**src/fccw_pkg.sv**
```systemverilog
// Shared types and constants of the FAT12 cluster chain walker.
package fccw_pkg;

  // Allocation table size in bytes and its address width
  localparam int TABLE_BYTES = 8192;
  localparam int TABLE_AW    = $clog2(TABLE_BYTES);

  // Command queue between front and back
  localparam int QUEUE_DEPTH = 2;
  localparam int QUEUE_PW    = (QUEUE_DEPTH > 1) ? $clog2(QUEUE_DEPTH) : 1;
  localparam int QUEUE_CW    = $clog2(QUEUE_DEPTH + 1);

  // FAT12 entry constants
  localparam logic [11:0] ENTRY_MASK         = 12'hFFF;
  localparam logic [11:0] CHAIN_END          = 12'hFF8;
  localparam logic [11:0] FIRST_DATA_CLUSTER = 12'h002;

  // Input item kinds
  localparam logic [1:0] KIND_WRITE   = 2'd0;
  localparam logic [1:0] KIND_START   = 2'd1;
  localparam logic [1:0] KIND_ADVANCE = 2'd2;

  // Configuration register indexes
  localparam int         CFG_IW            = 1;
  localparam logic [0:0] REG_DATA_BASE     = 1'b0;
  localparam logic [0:0] REG_CLUSTER_BYTES = 1'b1;
  localparam logic [16:0] CLUSTER_BYTES_RST = 17'd512;

  // Operation carried by a queued command
  typedef enum logic [1:0] {
    OP_WRITE   = 2'd0,
    OP_START   = 2'd1,
    OP_ADVANCE = 2'd2
  } op_t;

  // Walk status codes on the result
  typedef enum logic [1:0] {
    ST_OK      = 2'd0,
    ST_END     = 2'd1,
    ST_NO_WALK = 2'd2
  } status_t;

  // Classified command
  typedef struct packed {
    op_t                 op;
    logic [TABLE_AW-1:0] offset;
    logic [7:0]          data;
    logic [11:0]         cluster;
    logic [31:0]         count;
  } cmd_t;

  // Queue status seen by front and back
  typedef struct packed {
    logic full;
    logic empty;
  } q_stat_t;

  // Configuration register values
  typedef struct packed {
    logic [31:0] data_base;
    logic [16:0] cluster_bytes;
  } cfg_t;

endpackage

```
**src/fccw_queue.sv**
```systemverilog
// Short command FIFO between the front and back ends.
module fccw_queue import fccw_pkg::*; (
  input  logic    clk,
  input  logic    rst,
  input  logic    push,
  input  cmd_t    push_cmd,
  input  logic    pop,
  output cmd_t    pop_cmd,
  output q_stat_t q_stat
);

  cmd_t                slots [QUEUE_DEPTH];
  logic [QUEUE_PW-1:0] wr_ptr;
  logic [QUEUE_PW-1:0] rd_ptr;
  logic [QUEUE_CW-1:0] count;

  assign pop_cmd      = slots[rd_ptr];
  assign q_stat.full  = (count == QUEUE_CW'(QUEUE_DEPTH));
  assign q_stat.empty = (count == '0);

  function automatic logic [QUEUE_PW-1:0] ptr_inc(input logic [QUEUE_PW-1:0] p);
    ptr_inc = (p == QUEUE_PW'(QUEUE_DEPTH - 1)) ? '0 : p + 1'b1;
  endfunction

  // Slot storage
  always_ff @(posedge clk) begin
    if (push) begin
      slots[wr_ptr] <= push_cmd;
    end
  end

  // Pointers and fill count
  always_ff @(posedge clk) begin
    if (rst) begin
      wr_ptr <= '0;
      rd_ptr <= '0;
      count  <= '0;
    end else begin
      if (push) begin
        wr_ptr <= ptr_inc(wr_ptr);
      end
      if (pop) begin
        rd_ptr <= ptr_inc(rd_ptr);
      end
      if (push && !pop) begin
        count <= count + 1'b1;
      end else if (pop && !push) begin
        count <= count - 1'b1;
      end
    end
  end

endmodule

```
**config.mk**
```make
export PLATFORM = sky130hd
export DESIGN_NAME = fccw_queue
export DESIGN_NICKNAME = d
export VERILOG_FILES = /design/src/fccw_pkg.sv /design/src/fccw_queue.sv
export SDC_FILE = /design/constraint.sdc
export NUM_CORES = 1
export LEC_CHECK = 0
export BUFFER_PORTS_ARGS = -buffer_cell sky130_fd_sc_hd__buf_2
export CAP_MARGIN = 20
export CELL_PAD_IN_SITES_DETAIL_PLACEMENT = 2
export CELL_PAD_IN_SITES_GLOBAL_PLACEMENT = 2
export CORE_MARGIN = 3
export CORE_UTILIZATION = 41
export CTS_CLUSTER_DIAMETER = 200
export DETAILED_ROUTE_END_ITERATION = 8
export GPL_TIMING_DRIVEN = 0
export PLACE_DENSITY_LB_ADDON = 0.1
export SYNTH_ARGS = -nofsm -noshare
export SYNTH_HDL_FRONTEND = slang
export SYNTH_SLANG_ARGS = --single-unit
```
**constraint.sdc**
```tcl
create_clock -name clk -period 10.5 [get_ports clk]
set_input_delay 1.05 -clock clk [delete_from_list [all_inputs] [get_ports clk]]
set_output_delay 1.05 -clock clk [all_outputs]
set_load 0.005 [all_outputs]
```
==> results of run 1 <==
## tightest hold or removal path, cell delays in order, from the launching register on
cell and delay (ps):
dfxtp_1 320, xnor2_1 90, nor2_1 80
## registers in the layout (all words and copies together), names as in the netlist, named ones only
register,cells
count,2
rd_ptr,1
slots,134
wr_ptr,1
## area by class of cell
class / count / area, sq um
buffer: 7 / 56.3
timing repair buffer: 142 / 763
clock inverter: 11 / 78.8
multi-input combinational: 83 / 981
clock buffer: 21 / 440
inverter: 1 / 3.75
sequential: 139 / 4120
tap: 168 / 210
antenna: 2 / 5.00
fill: 1107 / 5500
## power groups by stage
stage | Combinational [uW] | Clock (uW) | Sequential [uW]
2_1_floorplan | 74.7 | 0 | 667
3_3_place_gp | 132 | 0 | 670
3_5_place_dp | 142 | 0 | 669
4_1_cts | 144 | 540 | 658
5_1_grt | 152 | 567 | 661
6_report | 140 | 527 | 658
## routing by layer
metal	up-vias	track usage, %
met4	2	5.13
met5	-	0
met3	16	8.28
met1	1343	18.0
met2	96	28.9
li1	1236	-
## how the worst max path moves through the flow
stage                    from                     end  slack, ps
floorplan                push   slots[0][0]$_DFFE_PP_       6010
global placement         push  slots[0][26]$_DFFE_PP_       3980
detailed placement       push  slots[0][29]$_DFFE_PP_       8010
CTS                 flip-flop             pop_cmd[18]       7740
global route        flip-flop             pop_cmd[44]       7710
finish              flip-flop             pop_cmd[44]       7800
## through the flow
step	cells	worst slack, ps	cell area, sq um	hold slack [ps]
detailed placement	540	8010	6140	527
global placement	537	3980	6060	487
floorplan	230	6010	5150	461
CTS	572	7740	6660	540
global route	572	7710	6660	583
finish	574	7800	6660	532
## cells in the mapped netlist, drive strengths merged
master	number	share of area [%]
edfxtp	134	78
mux2	67	17
buf	7	1.1
dfxtp	5	1.9
nor2	5	0.36
xnor2	2	0.34
xor2	2	0.34
a21oi	1	0.097
and2	1	0.12
and2b	1	0.17
ha	1	0.24
inv	1	0.073
nor2b	1	0.12
o21ai	1	0.097
or3	1	0.12
## cells in the final DEF, fill, tap and decap left out, types with 2 or more instances in the layout
cell type,instances
buf_6,3
mux2_4,30
buf_2,142
xor2_1,2
clkinv_2,6
clkbuf_16,17
buf_12,2
edfxtp_1,134
clkbuf_1,4
mux2_2,37
diode_2,2
dfxtp_1,5
xnor2_1,2
clkinv_1,3
nor2_1,5
## logic make-up after synthesis
family | after synthesis
xor gates and xnor gates | 4
AOI/OAI and AO/OA | 2
muxes | 67
DFF | 139
and+or+nand+nor | 9
buffers and inverters | 8
adders and majority gates | 1
==> impl_metrics.yaml, run 1 <==
outcome:
  status: "complete, no violations"
worst_setup_path:
  max_stage_delay_ps: 350
  crit_path_max_fanout: 10
  cp_slowest_cell: "dfxtp_1"
  endpoint_kind: "primary output"
  crit_path_cell_trace: "buf_4 -> buf_6 -> mux2_4 -> buf_2"
  cp.depth: 4
  crit_family: "buffers and inverters"
  cp-start-kind: "flip-flop"
  reg2reg_from: "wr_ptr$_SDFFE_PP0P_"
  rrSetupSlack_ps: 8910
  r2r_end: "slots[0][30]$_DFFE_PP_"
  cp.arrival_ps: 1650
  critPathRequiredTime_ps: 9450
  worstSetupPathType: "flip-flop to primary output"
  reg2reg_depth: 3
  crit_buf_inv: 3
synth:
  synthSimpleGateAreaFrac_pct: 0.898
  synth-seq-cells: 139
  yosysWarnings: 0
  synth_fa_ha_area_share_pct: 0.243
  synth_xor_area_share_pct: 0.680
  synthCells: 230
  synth_top_family_by_area: "multiplexers"
  synth_area_sq_mm: 0.00515
  synth_nets: 302
  synth_compound_gate_area_share_pct: 0.194
  synthMuxAreaShare_pct: 16.8
  synth_cell_type_count: 18
  ys_seq_area_share_pct: 80.0
  avgSynthCellArea_sq_um: 22.4
power:
  net-switching-power_uw: 284
  irDropWorstVdd_v: 0.000123
  power_density_mw_per_mm2: 199
  p_int_uw: 1040
  power.share.combinational_pct: 10.6
  power.static_leakage_uw: 0.00259
  power.total_uw: 1330
  pwr-share-seq_pct: 49.6
  swShare_pct: 21.4
  clkPwrFrac_pct: 39.8
floorplan:
  pin_count: 140
  fp-row-count: 40
  die_area_sq_mm: 0.0140
  die_width_um: 118
  start_util_pct: 42.4
  die_h_um: 118
  core_area_sq_mm: 0.0122
job:
  maxCapViolCount: 0
drt:
  finalWirelength_um: 11200
  drc: 0
  met2WireLength_um: 6100
  wl_per_cell_um: 19.5
  viasPerCell: 4.69
  num_vias: 2693
  dr.pass1.iters: 5
  ant_nets: 0
  wl_met3_um: 771
  first_iter_violations: 128
  highest_layer: "met5"
  met1_length_um: 4170
grt:
  grt_usage_pct: 16.7
  grt_pass1_wl_um: 17300
  grt_max_degree: 56
  grt_overflow_total: 0
  antenna_found_initial: 1
  first_global_vias: 3071
cts:
  clk_path_buf_depth: 2
  cts_hold_buf: 0
  cts_made_buffers: 17
  cts_resized: 0
  post_cts.repair.setup_buffers: 0
  clk_pin_slew_worst_paths_ps: 50
  ctsHtreeMaxLevel: 4
  root_buffer: "clkbuf_16"
  insertion_delay_ps: 420
  cts.sinks: 139
  cts_tree: "yes"
min_path:
  hp-class: "flip-flop to flip-flop"
  min_to: "rd_ptr$_SDFFE_PP0P_"
  worst_hold_startpoint: "rd_ptr$_SDFFE_PP0P_"
  hold_depth: 2
sta:
  clock.fmax_mhz: 370
  tns_ps: 0
  finClkSkew_ps: 7.50
  min_period_over_period_pct: 25.8
  tightest_slew_ps: 479
  timing.slew.headroom_pct: 68.0
  hold_violations: 0
  slew_viol_final: 0
  rsz0062_at_grt: "no"
  setup-violations-final: 0
  period_minus_slack_ps: 2700
place:
  portBuffers: 139
  hpwl_um: 7450
  gp_congestion: 0.653
finish:
  area_delta_synth_final_pct: 29.2
  drive_gt1_share_pct: 60.4
  finalNetCount: 463
  final_util_pct: 54.8
No activity file was read; power rests on OpenSTA's default activity.
==> run 2, diff against run 1 <==
Settings changed: CORE_UTILIZATION 41 to 34.
Clock period 10.5 ns to 2.3 ns, I/O delays scaled along.
==> run 2 against run 1 <==
Utilization shrank 4.9 points; hold slack lost 510 ps; sequential share of layout area is 5.7 points lower; flip-flop and latch count did not move; highest routed layer is now met4.
==> impl_metrics.yaml, run 2 (synthesis results as in run 1) <==
outcome:
  status: "complete, no violations"
floorplan:
  fp-row-count: 44
  start_util_pct: 35.1
  die_h_um: 129
  die_area_sq_mm: 0.0167
  pin_count: 140
  core_area_sq_mm: 0.0147
  die_width_um: 129
drt:
  viasPerCell: 4.42
  drc: 0
  ant_nets: 0
  finalWirelength_um: 11500
  first_iter_violations: 82
  wl_per_cell_um: 17.8
  dr.pass1.iters: 4
  num_vias: 2870
finish:
  area_delta_synth_final_pct: 42.3
  finalNetCount: 524
  drive_gt1_share_pct: 52.3
  largest_register_ffs: 134
  reg_top3: "slots: 134 flops, count: 2 flops"
  regMostFlops: "slots"
  n_antenna_cell: 0
  final_common_cell: "buf_2"
  final_cell_mix: "buf_2, edfxtp_1, dlygate4sd3_1"
  fin_area_sq_mm: 0.00733
  num-fill-cells: 1373
cts:
  insertion_delay_ps: 420
  clk_path_buf_depth: 2
  clk_pin_slew_worst_paths_ps: 50
  post_cts.repair.setup_buffers: 0
  cts_hold_buf: 61
  cts_made_buffers: 17
  cts.sinks: 139
  cts_resized: 0
  cts_tree: "yes"
  root_buffer: "clkbuf_16"
  ctsHtreeMaxLevel: 4
sta:
  rsz0062_at_grt: "no"
  timing.slew.headroom_pct: 43.9
  finClkSkew_ps: 6.28
  hold_violations: 0
  slew_viol_final: 0
  tightest_slew_ps: 840
  postLayoutSetupSlackWorst_ps: 400
  period_minus_slack_ps: 1900
  clock.fmax_mhz: 526
  min_period_over_period_pct: 82.6
  setup-violations-final: 0
job:
  maxCapViolCount: 0
grt:
  grt_usage_pct: 14.7
  grt_max_degree: 39
  antenna_found_initial: 0
  first_global_vias: 3321
  grt_overflow_total: 0
  grt_pass1_wl_um: 17900
place:
  portBuffers: 139
  gp_congestion: 0.678
  place_area_sq_mm: 0.00616
  hpwl_um: 7540
  dp_slack_ps: 528
min_path:
  hp-class: "primary input to flip-flop"
worst_setup_path:
  max_stage_delay_ps: 370
  critPathRequiredTime_ps: 2070
  crit_path_max_fanout: 10
  cp_slowest_cell: "dfxtp_1"
  cp-start-kind: "flip-flop"
  worstSetupPathType: "flip-flop to primary output"
  endpoint_kind: "primary output"
  crit_buf_inv: 3
  crit_family: "buffers and inverters"
  cp.arrival_ps: 1670
  crit_path_cell_trace: "buf_4 -> buf_6 -> mux2_4 -> buf_2"
power:
  power_density_mw_per_mm2: 865
  irDropWorstVdd_v: 0.000435
  power.static_leakage_uw: 0.00287
run 2: cell types whose count changed in the layout (fill, tap and decap cells not counted), sizes merged:
cell         change
bufinv           +2
clkbuf           -1
clkinvlp         -1
diode            -2
dlygate4sd3     +61
run 2: area by class of cell:
class | instances | area, sq um | area share, %
buffer | 7 | 56.3 | 0.768
clock buffer | 20 | 437 | 5.95
clock inverter | 12 | 129 | 1.76
inverter | 1 | 3.75 | 0.0512
multi-input combinational | 83 | 981 | 13.4
sequential | 139 | 4120 | 56.2
tap | 184 | 230 | 3.14
timing repair buffer | 203 | 1370 | 18.7
run 2: metal layers:
layer | up-vias | part of all wire (%) | global-route usage (%) | routed length (um)
li1 | 1355 | - | - | -
met1 | 1412 | 38 | 15.8 | 4430
met2 | 90 | 54 | 25.9 | 6250
met3 | 13 | 5.6 | 5.48 | 649
met4 | 0 | 1.7 | 6.11 | 192
met5 | - | 0 | 0 | 0
run 2: path summary, 6_finish.rpt:
path	start	slack, ps	cells after the start	end
worst max-delay path	flip-flop	400	4	pop_cmd[44]
worst min-delay path	push_cmd[25]	20	1	slots[0][25]$_DFFE_PP_
worst max register to register	wr_ptr$_SDFFE_PP0P_	640	2	slots[0][21]$_DFFE_PP_
worst min register to register	count[1]$_SDFFE_PP0P_	520	2	count[1]$_SDFFE_PP0P_
run 2: power breakdown:
part | total (uW) | internal [uW] | switching [uW] | leakage [uW]
clock network | 2630 | 1670 | 952 | 0.000279
registers | 3000 | 2950 | 45.9 | 0.00130
logic | 717 | 408 | 309 | 0.00129
run 2: per-stage QoR:
step	hold slack (ps)	TNS (ps)	util, %	std cells	total power [uW]
floorplan	299	0	-	230	3380
global placement	418	-14880	41.4	553	3660
detailed placement	424	0	41.9	556	3700
CTS	1.81	0	49.9	649	6450
global route	4.11	0	49.9	649	6630
finish	24.6	0	49.9	649	6350
run 2: worst register-to-register path, stage by stage, from the launching register on:
cell and delay [ps]:
dfxtp_1 350, nor2b_4 680, buf_12 300
==> run 3, diff against run 2 <==
Settings changed: CORE_UTILIZATION 34 to 38.
Clock period 2.3 ns to 1.9 ns, I/O delays scaled along.
==> run 3 against run 2 <==
Count of clock-buffer cells in the layout up 9; final cell count down 0.92%; clock skew about the same; final area up 0.20%; flip-flop and latch count unchanged; combinational power up 26%; register-to-register slack worse by 400 ps; non-clock buffer count up 6; critical path depth unchanged; sequential power up 21%; hold slack worse by 6.9 ps; clock power up 14%; critical path type unchanged; highest routed layer unchanged.
==> impl_metrics.yaml, run 3 (synthesis results as in run 1) <==
worst_setup_path:
  cp.arrival_ps: 1610
  crit_top_cell: "buf_6"
  endpoint_kind: "primary output"
  max_stage_delay_ps: 370
  cp_slowest_cell: "dfxtp_2"
  cp-start-kind: "flip-flop"
  crit_path_cell_trace: "buf_6 -> buf_6 -> mux2_4 -> buf_2"
  crit_buf_inv: 3
  crit_family: "buffers and inverters"
  reg2reg_from: "wr_ptr$_SDFFE_PP0P_"
  crit_path_max_fanout: 10
  worstSetupPathType: "flip-flop to primary output"
  critPathRequiredTime_ps: 1710
finish:
  finalNetCount: 530
  final_cell_mix: "buf_2, edfxtp_1, dlygate4sd3_1"
  final_common_cell: "buf_2"
  regMostFlops: "slots"
  largest_register_ffs: 134
  reg_top3: "slots: 134 flops, count: 2 flops"
  area_delta_synth_final_pct: 42.6
  final_util_pct: 56.9
  n_antenna_cell: 0
  num-fill-cells: 1141
  drive_gt1_share_pct: 51.4
cts:
  cts_made_buffers: 17
  cts_tree: "yes"
  ctsHtreeMaxLevel: 4
  clk_pin_slew_worst_paths_ps: 50
  insertion_delay_ps: 410
  cts.sinks: 139
  post_cts.repair.setup_buffers: 0
  clk_path_buf_depth: 2
  root_buffer: "clkbuf_16"
sta:
  tns_ps: 0
  worst_hold_slack_ps: 17.6
  clock.fmax_mhz: 554
  timing.slew.headroom_pct: 39.8
  setup-violations-final: 0
  rsz0062_at_grt: "no"
  tightest_slew_ps: 901
  hold_violations: 0
  slew_viol_final: 0
  finClkSkew_ps: 6.74
  min_period_over_period_pct: 94.9
  period_minus_slack_ps: 1800
drt:
  drc: 0
  dr.pass1.iters: 4
  ant_nets: 0
  first_iter_violations: 128
  finalWirelength_um: 13000
  viasPerCell: 4.62
  wl_per_cell_um: 20.2
  num_vias: 2970
floorplan:
  die_h_um: 122
  fp-row-count: 41
  start_util_pct: 39.9
  die_width_um: 122
  die_area_sq_mm: 0.0150
  pin_count: 140
  core_area_sq_mm: 0.0129
grt:
  antenna_found_initial: 0
  grt_usage_pct: 18.3
  grt_overflow_total: 0
  first_global_vias: 3443
  grt_max_degree: 37
  grt_pass1_wl_um: 19600
power:
  irDropWorstVdd_v: 0.000564
  power.static_leakage_uw: 0.00288
  power_density_mw_per_mm2: 1030
  power.total_uw: 7550
place:
  portBuffers: 139
  hpwl_um: 7760
  gp_congestion: 0.668
min_path:
  worst_hold_startpoint: "rst"
  hp-class: "primary input to flip-flop"
outcome:
  status: "complete, no violations"
job:
  maxCapViolCount: 0
## run 3: cell count changes in the layout (fill, tap and decap cells not counted), moves of 2 or more
cell and delta:
dlygate4sd3_1 +6, clkinv_1 -5, clkbuf_1 +7, clkinv_2 -2, clkbuf_8 +2, bufinv_16 -2
## run 3: layout make-up
type / instances / area [sq um] / area share [%]
buffer: 7 / 60.1 / 0.817
clock buffer: 29 / 490 / 6.67
clock inverter: 3 / 40.0 / 0.545
inverter: 1 / 3.75 / 0.0511
multi-input combinational: 83 / 981 / 13.3
sequential: 139 / 4130 / 56.1
tap: 172 / 215 / 2.93
timing repair buffer: 209 / 1430 / 19.5
## run 3: worst paths after layout
kind / endpoint / slack, ps / depth (start not counted)
worst max-delay path: pop_cmd[39] / 100 / 4
worst max register to register: slots[0][34]$_DFFE_PP_ / 240 / 2
worst min-delay path: count[1]$_SDFFE_PP0P_ / 20 / 2
worst min register to register: count[1]$_SDFFE_PP0P_ / 530 / 2
## run 3: repair_timing
item	CTS	global route
hold endpoints to repair	134	0
hold buffers	67	0
endpoints found under the setup margin	30	0
resized for setup	2	0
## run 3: stage by stage
stage / cells / setup WS, ps / area [sq um]
2_1_floorplan: 230 / 139 / 5160
6_report: 643 / 96.2 / 7350
3_5_place_dp: 544 / 186 / 6140
3_3_place_gp: 541 / -540 / 6070
5_1_grt: 643 / 18.8 / 7350
4_1_cts: 643 / 56.2 / 7350
## run 3: report_power, final
part / total [uW] / internal, uW / switching, uW / leakage (uW)
Combinational: 900 / 505 / 396 / 0.00132
Clock: 3010 / 1870 / 1140 / 0.000258
Sequential: 3640 / 3580 / 64.4 / 0.00130
## run 3: metal layers
| layer | GRT usage, % | share of wire (%) | up-vias |
|---|---|---|---|
| met4 | 6.79 | 1.7 | 0 |
| li1 | - | - | 1360 |
| met1 | 18.8 | 37 | 1491 |
| met3 | 5.76 | 5.0 | 17 |
| met5 | 0 | 0 | - |
| met2 | 34.6 | 57 | 102 |
